File: src/match_length_run_cache_unit_macros.svh
// assertion macros shared by the match length run cache unit
`ifndef MATCH_LENGTH_RUN_CACHE_UNIT_MACROS_SVH
`define MATCH_LENGTH_RUN_CACHE_UNIT_MACROS_SVH

// same-cycle implication, checked outside reset
`define MLRC_ASSERT_IMP(lbl, clk, rst_n, ante, cons) \
    lbl: assert property (@(posedge clk) disable iff (!(rst_n)) (ante) |-> (cons)) \
        else $error("mlrc assertion failed");

// next-cycle implication, checked outside reset
`define MLRC_ASSERT_NXT(lbl, clk, rst_n, ante, cons) \
    lbl: assert property (@(posedge clk) disable iff (!(rst_n)) (ante) |=> (cons)) \
        else $error("mlrc assertion failed");

`endif

File: src/mlrc_pkg.sv
package mlrc_pkg;

    localparam int DEF_POSITIONS = 4096;
    localparam int DEF_SLOTS     = 8;

    localparam int POS_W  = 12;
    localparam int LEN_W  = 9;
    localparam int DIST_W = 16;
    localparam int BYTE_W = 8;

    localparam logic [LEN_W-1:0] MIN_LEN = LEN_W'(3);

    localparam logic FUNC_STORE = 1'b0;
    localparam logic FUNC_FETCH = 1'b1;

    // controller to datapath
    typedef struct packed {
        logic clr_wr;
        logic capture;
        logic run_restart;
        logic put_prev;
        logic put_cur;
        logic set_prev;
        logic wr_last_len;
        logic clr_max;
        logic rd_head;
        logic latch_max;
        logic rd_first;
        logic walk_adv;
        logic load_nf;
        logic load_run;
    } t_cmd;

    // datapath to controller
    typedef struct packed {
        logic clr_done;
        logic in_fetch;
        logic pos_ok;
        logic st_ok;
        logic elem_min;
        logic elem_full;
        logic dist_diff;
        logic run_full;
        logic su_full;
        logic su_last;
        logic head_nf;
        logic walk_last;
        logic out_free;
    } t_sts;

endpackage

File: src/mlrc_ctrl.sv
module mlrc_ctrl (
    input  logic           i_clk,
    input  logic           i_rst_n,
    input  logic           i_in_valid,
    input  mlrc_pkg::t_sts i_sts,
    output mlrc_pkg::t_cmd o_cmd,
    output logic           o_in_stall
);
    import mlrc_pkg::*;

    localparam logic [3:0] S_CLR    = 4'd0;
    localparam logic [3:0] S_IDLE   = 4'd1;
    localparam logic [3:0] S_ST1    = 4'd2;
    localparam logic [3:0] S_ST2    = 4'd3;
    localparam logic [3:0] S_ST3    = 4'd4;
    localparam logic [3:0] S_FHEAD  = 4'd5;
    localparam logic [3:0] S_FHEADW = 4'd6;
    localparam logic [3:0] S_FNF    = 4'd7;
    localparam logic [3:0] S_FWALK  = 4'd8;

    logic [3:0] r_state;
    logic [3:0] n_state;
    t_cmd       cmd;

    always_comb begin
        cmd     = '0;
        n_state = r_state;
        case (r_state)
            S_CLR: begin
                cmd.clr_wr = 1'b1;
                if (i_sts.clr_done) begin
                    n_state = S_IDLE;
                end
            end
            S_IDLE: begin
                if (i_in_valid) begin
                    cmd.capture = 1'b1;
                    n_state     = (i_sts.in_fetch == FUNC_FETCH) ? S_FHEAD : S_ST1;
                end
            end
            S_ST1: begin
                if (!i_sts.st_ok) begin
                    n_state = S_IDLE;
                end else if (i_sts.elem_min) begin
                    cmd.run_restart = 1'b1;
                    n_state         = S_ST2;
                end else if (i_sts.run_full) begin
                    n_state = S_IDLE;
                end else if (i_sts.dist_diff) begin
                    cmd.put_prev = 1'b1;
                    n_state      = (i_sts.su_full || i_sts.su_last) ? S_IDLE : S_ST2;
                end else begin
                    n_state = S_ST2;
                end
            end
            S_ST2: begin
                cmd.set_prev = 1'b1;
                if (i_sts.elem_full) begin
                    cmd.put_cur = 1'b1;
                    n_state     = (i_sts.su_full || i_sts.su_last) ? S_IDLE : S_ST3;
                end else begin
                    n_state = S_IDLE;
                end
            end
            S_ST3: begin
                cmd.wr_last_len = 1'b1;
                n_state         = S_IDLE;
            end
            S_FHEAD: begin
                if (!i_sts.pos_ok) begin
                    cmd.clr_max = 1'b1;
                    n_state     = S_FNF;
                end else begin
                    cmd.rd_head = 1'b1;
                    n_state     = S_FHEADW;
                end
            end
            S_FHEADW: begin
                cmd.latch_max = 1'b1;
                if (i_sts.head_nf) begin
                    n_state = S_FNF;
                end else begin
                    cmd.rd_first = 1'b1;
                    n_state      = S_FWALK;
                end
            end
            S_FNF: begin
                if (i_sts.out_free) begin
                    cmd.load_nf = 1'b1;
                    n_state     = S_IDLE;
                end
            end
            S_FWALK: begin
                if (i_sts.out_free) begin
                    cmd.load_run = 1'b1;
                    if (i_sts.walk_last) begin
                        n_state = S_IDLE;
                    end else begin
                        cmd.walk_adv = 1'b1;
                    end
                end
            end
            default: begin
                n_state = S_IDLE;
            end
        endcase
    end

    always_ff @(posedge i_clk) begin
        if (!i_rst_n) begin
            r_state <= S_CLR;
        end else begin
            r_state <= n_state;
        end
    end

    assign o_cmd      = cmd;
    assign o_in_stall = (r_state != S_IDLE);

endmodule

File: config.mk
export PLATFORM = sky130hd
export DESIGN_NAME = mlrc_ctrl
export DESIGN_NICKNAME = d
export VERILOG_FILES = /design/src/match_length_run_cache_unit_macros.svh /design/src/mlrc_pkg.sv /design/src/mlrc_ctrl.sv
export SDC_FILE = /design/constraint.sdc
export NUM_CORES = 1
export LEC_CHECK = 0
export BUFFER_PORTS_ARGS = -buffer_cell sky130_fd_sc_hd__buf_4
export CAP_MARGIN = 40
export CORE_AREA = 5 5 42 44
export DETAILED_ROUTE_END_ITERATION = 6
export DIE_AREA = 0 0 47 49
export PLACE_DENSITY_LB_ADDON = 0.08
export SKIP_LAST_GASP = 1
export SYNTH_ARGS = -nofsm -noshare
export SYNTH_HDL_FRONTEND = slang
export SYNTH_SLANG_ARGS = --single-unit
File: constraint.sdc
create_clock -name i_clk -period 1.3 [get_ports i_clk]
set_input_delay 0.195 -clock i_clk [delete_from_list [all_inputs] [get_ports i_clk]]
set_output_delay 0.195 -clock i_clk [all_outputs]
set_load 0.03 [all_outputs]
After elaboration in Yosys (flattened, before gate mapping)
Index checks and enable logic that the tools add are counted.
{ "totals": {"register_bits": 4, "wordCells": 57} }
{ "op_classes": {"mux": 39, "n_reduce_logical": 3, "eq_ne": 14} }
{ "op_table": {"columns": ["op", "count"], "rows": [
  ["4-bit 2-to-1 mux", 9],
  ["4-bit one-hot mux with 8 select lines", 1],
  ["1-bit 2-to-1 mux", 19],
  ["4-bit by 3-bit equality test with 1-bit output, second input constant", 4],
  ["2-bit 2-to-1 mux", 7],
  ["2-bit inequality test, second input constant", 5],
  ["3-bit 2-to-1 mux", 3],
  ["4-bit by 2-bit equality test with 1-bit output, second input constant", 2],
  ["5-bit AND reduction", 1],
  ["4-bit by 1-bit equality test with 1-bit output, second input constant", 1],
  ["4-bit equality test, second input constant", 1],
  ["4-bit logical NOT", 1],
  ["4-bit by 1-bit inequality test with 1-bit output, second input constant", 1],
  ["1-bit logical OR", 1]
]} }

Logic depth before layout (Yosys ltp)
Gate-level depths: netlist of run 1.
{ "logic_depth": {"depth_word": 7, "mapped_depth": 5} }

Worst setup path after synthesis of run 1
OpenSTA, ideal clock, no wires.
{ "synth_path": {"path_kind": "register to output", "start": "reg r_state[0]", "end": "out o_cmd[13] (netlist bit)", "path_slack_ns": -0.352, "path_stages_with_launch": 3, "arrival_ns": 1.457, "path_cell_list": "dfxtp_1 > buf_6 > nor4_1"} }
{ "synth_lines": {"columns": ["element", "line_no", "text"], "rows": [
  ["start: declaration", "mlrc_ctrl.sv:21", "logic [3:0] r_state;"],
  ["start signal: assignment", "mlrc_ctrl.sv:113", "r_state <= n_state;"],
  ["end: declaration", "mlrc_ctrl.sv:6", "output mlrc_pkg::t_cmd o_cmd,"]
]} }

==> results.json, run 1 <==
{
  "rr_worst_depth": 7,
  "yosys.area_share.simple_pct": 48.04,
  "clk_path_buf_depth": 2,
  "yosys-top-cells-area": "dfxtp_1 17%, and3_1 7.8%, nor2_1 5.5%",
  "io_pins": 31,
  "place_inst": 120,
  "clk_pin_slew_ps": 30,
  "core_area_mm2": 0.001401,
  "cts_tree": "yes",
  "grt_pass1_vias": 670,
  "die_h_um": 49,
  "num_rows": 14,
  "min_to": "r_state[0]",
  "period_share_pct": 114.9,
  "maxSlewViolCount": 0,
  "num-fill-cells": 118,
  "syn-num-nets": 82,
  "worst_ep_arrival_time_ps": 1300,
  "setup_tns_ps": -1953,
  "insertion_delay_ps": 230,
  "period_minus_slack_ps": 1494,
  "synthAdderAreaFrac_pct": 0,
  "regToRegSetupSlack_ps": -100,
  "critPathLaunchType": "register",
  "ant_nets": 0,
  "drt-total-wl_um": 1725,
  "syn_area_um2": 479.2,
  "rsz0062_at_grt": "yes",
  "hpwl_um": 1300,
  "grt.overflow.total": 0,
  "multiInputGateArea_um2": 435.4,
  "synthToLayoutAreaGrowth_pct": 109.9,
  "postCtsHoldBufs": 0,
  "grt_antenna_before_repair": 0,
  "antenna_cells": 0,
  "synth.area.mux_share_pct": 0,
  "drc": 0,
  "wl_per_cell_um": 13.17,
  "setup_ws_ps": -194.2,
  "setup_viol": 15,
  "vias_per_cell": 5.244,
  "yosysSeqAreaShare_pct": 16.71,
  "die_area_mm2": 0.002303,
  "max-slew-margin-rel_pct": 80.19,
  "max_freq_ghz": 0.6693,
  "yosys_register_bits": 4,
  "synth-xor-area-share_pct": 0,
  "fin_nets": 133,
  "violations": "setup timing",
  "hold_class": "input pin to register",
  "min_from": "i_rst_n",
  "biggestRegsByFlops": "r_state: 4 flops",
  "power.leakage_nw": 0.4882,
  "final_cells": 131,
  "ys_warn_count": 0,
  "synth_compound_area_share_pct": 24.02,
  "layout-drive-gt1-share_pct": 70.43,
  "tightest_slew_ps": 292.6,
  "final_cell_mix": "39 x buf_4, 11 x buf_6, 4 x nor2_2, 4 x and3_4, 4 x nor2_1",
  "largest_register": "r_state",
  "syn-instance-count": 66,
  "ys_async_sr_fraction_pct": 0,
  "synth_edf_count": 0,
  "grt_pass1_wl_um": 2663,
  "cp-end-kind": "primary output",
  "finalPower_w": 0.0004820,
  "portBuffers": 30,
  "drtIter0Drc": 10,
  "regArea_um2": 92.59,
  "critPathMaxFanout": 5,
  "largest_reg_flops": 4,
  "synth.distinct_cells": 35,
  "clock_skew_ps": 4.014,
  "synth.top_cell.area_share_pct": 16.71,
  "powerDensity_mw_per_mm2": 479.1,
  "cts_root_buf": "clkbuf_4",
  "worstReg2RegEnd": "r_state[1]",
  "cap_viol_max_count": 0,
  "timing_hold_violations_final": 0,
  "vdd_ir_drop_max_uv": 434.5,
  "critPathKind": "register to primary output",
  "ys.flop_type": "dfxtp_1",
  "required_ps": 1110,
  "grt_max_degree": 8,
  "grt_usage_pct": 15.27,
  "synth_top_family_by_area": "simple AND/OR/NAND/NOR gates",
  "vias": 687,
  "yosysTopAreaCell": "dfxtp_1",
  "cts_buffers": 3,
  "final_common_cell": "buf_4",
  "syn_avg_cell_area_um2": 7.261,
  "dr.pass1.iters": 4,
  "cts.htree.levels": 1,
  "initial_utilization_pct": 34.20,
  "hold_path_depth": 3,
  "outcome": "finished with violations",
  "reg2reg_from": "r_state[2]",
  "numClockSinks": 4,
  "place.gp.congestion": 0.7596,
  "whs_ps": 202.4,
  "die_width_um": 47
}
==> synth_stat cells, drive strengths merged (2+ instances only) <==
cell type  n
nor2       8
and3       6
inv        5
a21oi      4
and2b      4
buf        4
dfxtp      4
nand2      4
nand3      4
o21ai      3
a21o       2
a31oi      2
nor3       2
nor4       2
==> worst max path at each step <==
stage,from,to,slack (ps),cells after the start
2_1_floorplan,r_state[0],o_cmd[2],-50,4
3_3_place_gp,r_state[0],o_cmd[1],-10,4
3_5_place_dp,r_state[0],o_cmd[1],-50,4
4_1_cts,r_state[2],o_cmd[10],-200,4
5_1_grt,r_state[2],o_cmd[10],-260,4
6_report,r_state[2],o_cmd[10],-190,4
==> area by class of cell <==
cell class              count  area share, %
flip-flops and latches      4          9.204
multi-input cells          53          43.28
well taps                  16          1.990
clock buffers               3          2.239
inverters                   5          1.866
repair buffers             50          41.42
==> stage by stage <==
stage	utilization [%]	cell area (µm²)	setup slack (ps)
detailed placement	58.30	817.0	-45.75
floorplan	-	516.7	-47.41
CTS	66.34	929.6	-204.1
global placement	58.30	817.0	-14.15
global route	71.79	1006	-263.7
finish	71.79	1006	-194.2
==> where the power goes <==
part           switching (W)  internal [W]
logic              0.0000922      0.000106
clock network      0.0000488      0.000103
registers         0.00000836      0.000124
==> layer usage <==
layer / up-vias / global-route usage, % / share of wire (%)
met5: - / 0 / 0
li1: 339 / - / -
met4: 0 / 7.834 / 2.0
met3: 6 / 1.476 / 7.5
met1: 316 / 17.32 / 39
met2: 26 / 26.47 / 51
==> worst max-delay path, stage by stage (launching register included) <==
cell and delay, ps:
dfxtp_2 340, and2b_1 220, nand3_2 100, nor4b_4 240
buf_6 170
==> logic make-up after synthesis <==
group | after synthesis
AO/OA/AOI/OAI | 17
flip-flops | 4
AND/OR/NAND/NOR | 36
buffers and inverters | 9
==> what timing repair did <==
action | in CTS | in global routing
endpoints found under the setup margin | 16 | 18
pin swaps | 4 | 3
setup buffers | 6 | 2
gates resized for setup | 16 | 14
Note: power is estimated with default switching activity, not from simulation.
==> run 2, diff against run 1 <==
==> constraint.sdc (replaced) <==
create_clock -name i_clk -period 1.6 [get_ports i_clk]
set_input_delay 0.24 -clock i_clk [delete_from_list [all_inputs] [get_ports i_clk]]
set_output_delay 0.24 -clock i_clk [all_outputs]
set_load 0.03 [all_outputs]
==> results.json, run 2 (same netlist as run 1, synthesis figures left out) <==
{
  "grt_max_degree": 12,
  "cp-end-kind": "primary output",
  "rsz0062_at_grt": "yes",
  "ant_nets": 0,
  "grt.overflow.total": 0,
  "die_area_mm2": 0.002303,
  "clk_pin_slew_ps": 40,
  "die_h_um": 49,
  "tightest_slew_ps": 319.5,
  "powerDensity_mw_per_mm2": 453.6,
  "synthToLayoutAreaGrowth_pct": 65.80,
  "timing_hold_violations_final": 0,
  "required_ps": 1360,
  "insertion_delay_ps": 230,
  "io_pins": 31,
  "period_share_pct": 99.03,
  "period_minus_slack_ps": 1584,
  "num-fill-cells": 157,
  "layout-drive-gt1-share_pct": 55.34,
  "dr.pass1.iters": 4,
  "met2_length_um": 736,
  "core_area_mm2": 0.001401,
  "drt-met1-wl_um": 608,
  "maxSlewViolCount": 0,
  "clock_skew_ps": 0.6520,
  "largest_reg_flops": 4,
  "max_freq_ghz": 0.6311,
  "critPathKind": "register to primary output",
  "final_cell_mix": "38 x buf_4, 7 x nor2_1, 6 x and3_1",
  "grt_antenna_before_repair": 0,
  "finish.utilization_pct": 56.70,
  "num_rows": 14,
  "regArea_um2": 90.09,
  "drc": 0,
  "max-slew-margin-rel_pct": 78.42,
  "final_common_cell": "buf_4",
  "drt-total-wl_um": 1469,
  "vias_per_cell": 5.168,
  "initial_utilization_pct": 34.20,
  "cap_viol_max_count": 0,
  "power.leakage_nw": 0.4089,
  "vdd_ir_drop_max_uv": 381.3,
  "hpwl_um": 1198,
  "portBuffers": 30,
  "regToRegSetupSlack_ps": 350,
  "biggestRegsByFlops": "r_state: 4 flops",
  "critPathMaxFanout": 11,
  "cts_tree": "yes",
  "hold_class": "input pin to register",
  "postCtsHoldBufs": 0,
  "cts_root_buf": "clkbuf_4",
  "setup_viol": 0,
  "largest_register": "r_state",
  "vias": 615,
  "antenna_cells": 0,
  "post_dp_cell_area_um2": 740.7,
  "numClockSinks": 4,
  "grt_usage_pct": 13.46,
  "die_width_um": 47,
  "grt_pass1_wl_um": 2332,
  "stdcell_area_um2": 794.5,
  "outcome": "complete, no violations",
  "place.gp.congestion": 0.7529,
  "wl_per_cell_um": 12.34,
  "cts.htree.levels": 1,
  "multiInputGateArea_um2": 357.8,
  "clk_path_buf_depth": 2,
  "place_inst": 114,
  "fin_nets": 121,
  "top_layer_used": "met3",
  "grt_pass1_vias": 567,
  "wl_met3_um": 124,
  "worst_ep_arrival_time_ps": 1340,
  "cts_buffers": 3,
  "critPathLaunchType": "register",
  "final_cells": 119,
  "drtIter0Drc": 9
}
run 2: cell count changes in the layout (fill, tap and decap cells not counted), moves of 2 or more:
| cell | change |
|---|---|
| buf_6 | -11 |
| and3_1 | +4 |
| and3_4 | -4 |
| nor2_2 | -4 |
| nor2_1 | +3 |
| nand2_1 | +2 |
| nor4_2 | +2 |
| nor4_4 | -2 |
run 2: timing repair:
item                       4_1_cts  5_1_grt
gates resized for setup          4        4
buffers inserted                 0        2
setup endpoints to repair        5        4
run 2: per-layer routing:
layer | global-route usage, % | vias to the layer above
met5 | 0 | -
met4 | 6.912 | 0
met3 | 2.583 | 0
met2 | 21.27 | 22
met1 | 16.52 | 277
li1 | - | 316
run 2: metrics by stage:
| stage | hold slack, ps | total power, W | worst slack (ps) | TNS [ps] |
|---|---|---|---|---|
| 6_report | 248.5 | 0.0003604 | 15.55 | 0 |
| 5_1_grt | 265.6 | 0.0003856 | -70.35 | -112.8 |
| 4_1_cts | 247.1 | 0.0003631 | -49.84 | -49.84 |
| 3_5_place_dp | 488.3 | 0.0002341 | 142.4 | 0 |
| 3_3_place_gp | 491.3 | 0.0002342 | 186.4 | 0 |
| 2_1_floorplan | 362.9 | 0.0001758 | 34.10 | 0 |
run 2: final timing paths:
| path | from | to | cells past startpoint |
|---|---|---|---|
| min | i_rst_n | r_state[3] | 2 |
| min reg2reg | r_state[3] | r_state[0] | 2 |
| max | r_state[2] | o_cmd[10] | 4 |
| max reg2reg | r_state[2] | r_state[1] | 5 |
run 2: cell type report:
cell class              count  area share [%]
well taps                  16           2.520
clock buffers               3           2.835
multi-input cells          53           45.04
repair buffers             38           35.91
flip-flops and latches      4           11.34
inverters                   5           2.362
run 2: critical path: stages (launching register included):
cell and delay [ps]:
dfxtp_4 370, and2b_2 230, nand3_2 100, nor4b_2 220, buf_4 200
run 2: where the power goes:
part	internal, W	switching, W
clock network	0.0000838	0.0000393
logic	0.0000668	0.0000601
registers	0.000102	0.00000813
total	0.000253	0.000108
==> run 3, diff against run 2 <==
--- a/config.mk
+++ b/config.mk
@@ -10,7 +10,7 @@
 export CORE_AREA = 5 5 42 44
 export DETAILED_ROUTE_END_ITERATION = 6
 export DIE_AREA = 0 0 47 49
-export PLACE_DENSITY_LB_ADDON = 0.08
+export PLACE_DENSITY = 0.7
 export SKIP_LAST_GASP = 1
 export SYNTH_ARGS = -nofsm -noshare
 export SYNTH_HDL_FRONTEND = slang
==> results.json, run 3 (same netlist as run 1, synthesis figures left out) <==
{
  "largest_reg_flops": 4,
  "dr.pass1.iters": 4,
  "postCtsHoldBufs": 0,
  "die_h_um": 49,
  "vias_per_cell": 5.157,
  "setup_tns_ps": 0,
  "vdd_ir_drop_max_uv": 290.5,
  "max_freq_ghz": 0.6357,
  "cts_buffers": 3,
  "p_int_w": 0.0002491,
  "powerDensity_mw_per_mm2": 457.7,
  "insertion_delay_ps": 240,
  "cts_root_buf": "clkbuf_4",
  "required_ps": 1360,
  "critPathMaxFanout": 11,
  "p_comb_share_pct": 34.1,
  "antenna_cells": 0,
  "initial_utilization_pct": 34.20,
  "core_area_mm2": 0.001401,
  "max-slew-margin-rel_pct": 79.62,
  "critPathKind": "register to primary output",
  "period_share_pct": 98.31,
  "crit_path_cell_trace": "and2b_2, and3_1, buf_4",
  "clk_pin_slew_ps": 40,
  "setup_ws_ps": 26.98,
  "pre_cts_ws_ps": 167.9,
  "pwr-share-clk_pct": 35.0,
  "crit_path_max_incr_delay_ps": 440,
  "io_pins": 31,
  "slowest_stage": "dfxtp_2",
  "layout-drive-gt1-share_pct": 54.55,
  "wl_per_cell_um": 13.17,
  "clk_path_buf_depth": 2,
  "cts.htree.levels": 1,
  "setup_viol": 0,
  "cp-end-kind": "primary output",
  "portBuffers": 30,
  "largest_register": "r_state",
  "synthToLayoutAreaGrowth_pct": 63.97,
  "grt_pass1_wl_um": 2290,
  "die_width_um": 47,
  "biggestRegsByFlops": "r_state: 4 flops",
  "place.gp.congestion": 0.7710,
  "outcome": "complete, no violations",
  "grt.overflow.total": 0,
  "grt_pass1_vias": 561,
  "switching_power_w": 0.0001106,
  "final_common_cell": "buf_4",
  "post_dp_cell_area_um2": 718.2,
  "drtIter0Drc": 11,
  "period_minus_slack_ps": 1573,
  "maxSlewViolCount": 0,
  "fin_nets": 117,
  "numClockSinks": 4,
  "finalPower_w": 0.0003596,
  "p_sw_share_pct": 30.75,
  "power.leakage_nw": 0.3937,
  "grt_max_degree": 13,
  "grt_antenna_before_repair": 0,
  "drt-total-wl_um": 1515,
  "worst_ep_arrival_time_ps": 1330,
  "timing_hold_violations_final": 0,
  "grt_usage_pct": 13.09,
  "drc": 0,
  "pwr-share-seq_pct": 30.9,
  "tightest_slew_ps": 301.8,
  "hold_class": "input pin to register",
  "ant_nets": 0,
  "final_cell_mix": "32 x buf_4, 7 x nor2_1, 6 x and3_1",
  "hpwl_um": 1139,
  "vias": 593,
  "critPathLaunchType": "register",
  "die_area_mm2": 0.002303,
  "rsz0062_at_grt": "yes",
  "cts_tree": "yes",
  "stdcell_area_um2": 785.8,
  "cap_viol_max_count": 0,
  "num_rows": 14,
  "finish.utilization_pct": 56.07,
  "clock_skew_ps": 5.289
}
[run 3: timing repair]
action                     CTS  global route
hold endpoints to repair     0             0
setup endpoints to repair    8             5
resized for setup            4             7
cloned                       0             0
buffers inserted             0             1
[run 3: through the flow]
step / instances / hold slack, ps
after global routing: 115 / 243.3
after global placement: 111 / 479.9
after floorplan: 66 / 362.9
after detailed placement: 111 / 488.3
after CTS: 114 / 241.3
final: 115 / 246.3
[run 3: final timing paths]
kind	start	endpoint	slack, ps	depth (start not counted)
max reg2reg	r_state[2]	r_state[1]	370	5
max	r_state[3]	o_cmd[9]	30	3
min	i_rst_n	r_state[3]	250	2
min reg2reg	r_state[3]	r_state[3]	650	2
[run 3: final cells by class]
class / count / area [µm²]
fillers: 149 / 615.6
repair buffers: 34 / 262.8
inverters: 5 / 18.77
flip-flops and latches: 4 / 87.58
well taps: 16 / 20.02
multi-input cells: 53 / 374.1
clock buffers: 3 / 22.52
[run 3: critical path: cells and delay by family (launching register included)]
family	cells	cell delay, ps
and+or+nand+nor	2	480
DFF	1	440
buffers and inverters	1	160
[run 3: power groups by stage]
stage,clock network [W],registers [W],logic (W)
floorplan,0,0.000107,0.0000683
global placement,0,0.000112,0.000117
global route,0.000139,0.000112,0.000133
finish,0.000126,0.000111,0.000123
detailed placement,0,0.000112,0.000117
CTS,0.000128,0.000111,0.000119
[run 3: metal layers]
layer | part of all wire (%) | track usage, % | wire, µm
met4 | 2.5 | 6.912 | 38
met2 | 46 | 19.46 | 694
met5 | 0 | 0 | 0
met1 | 43 | 16.89 | 648
met3 | 8.8 | 2.952 | 134
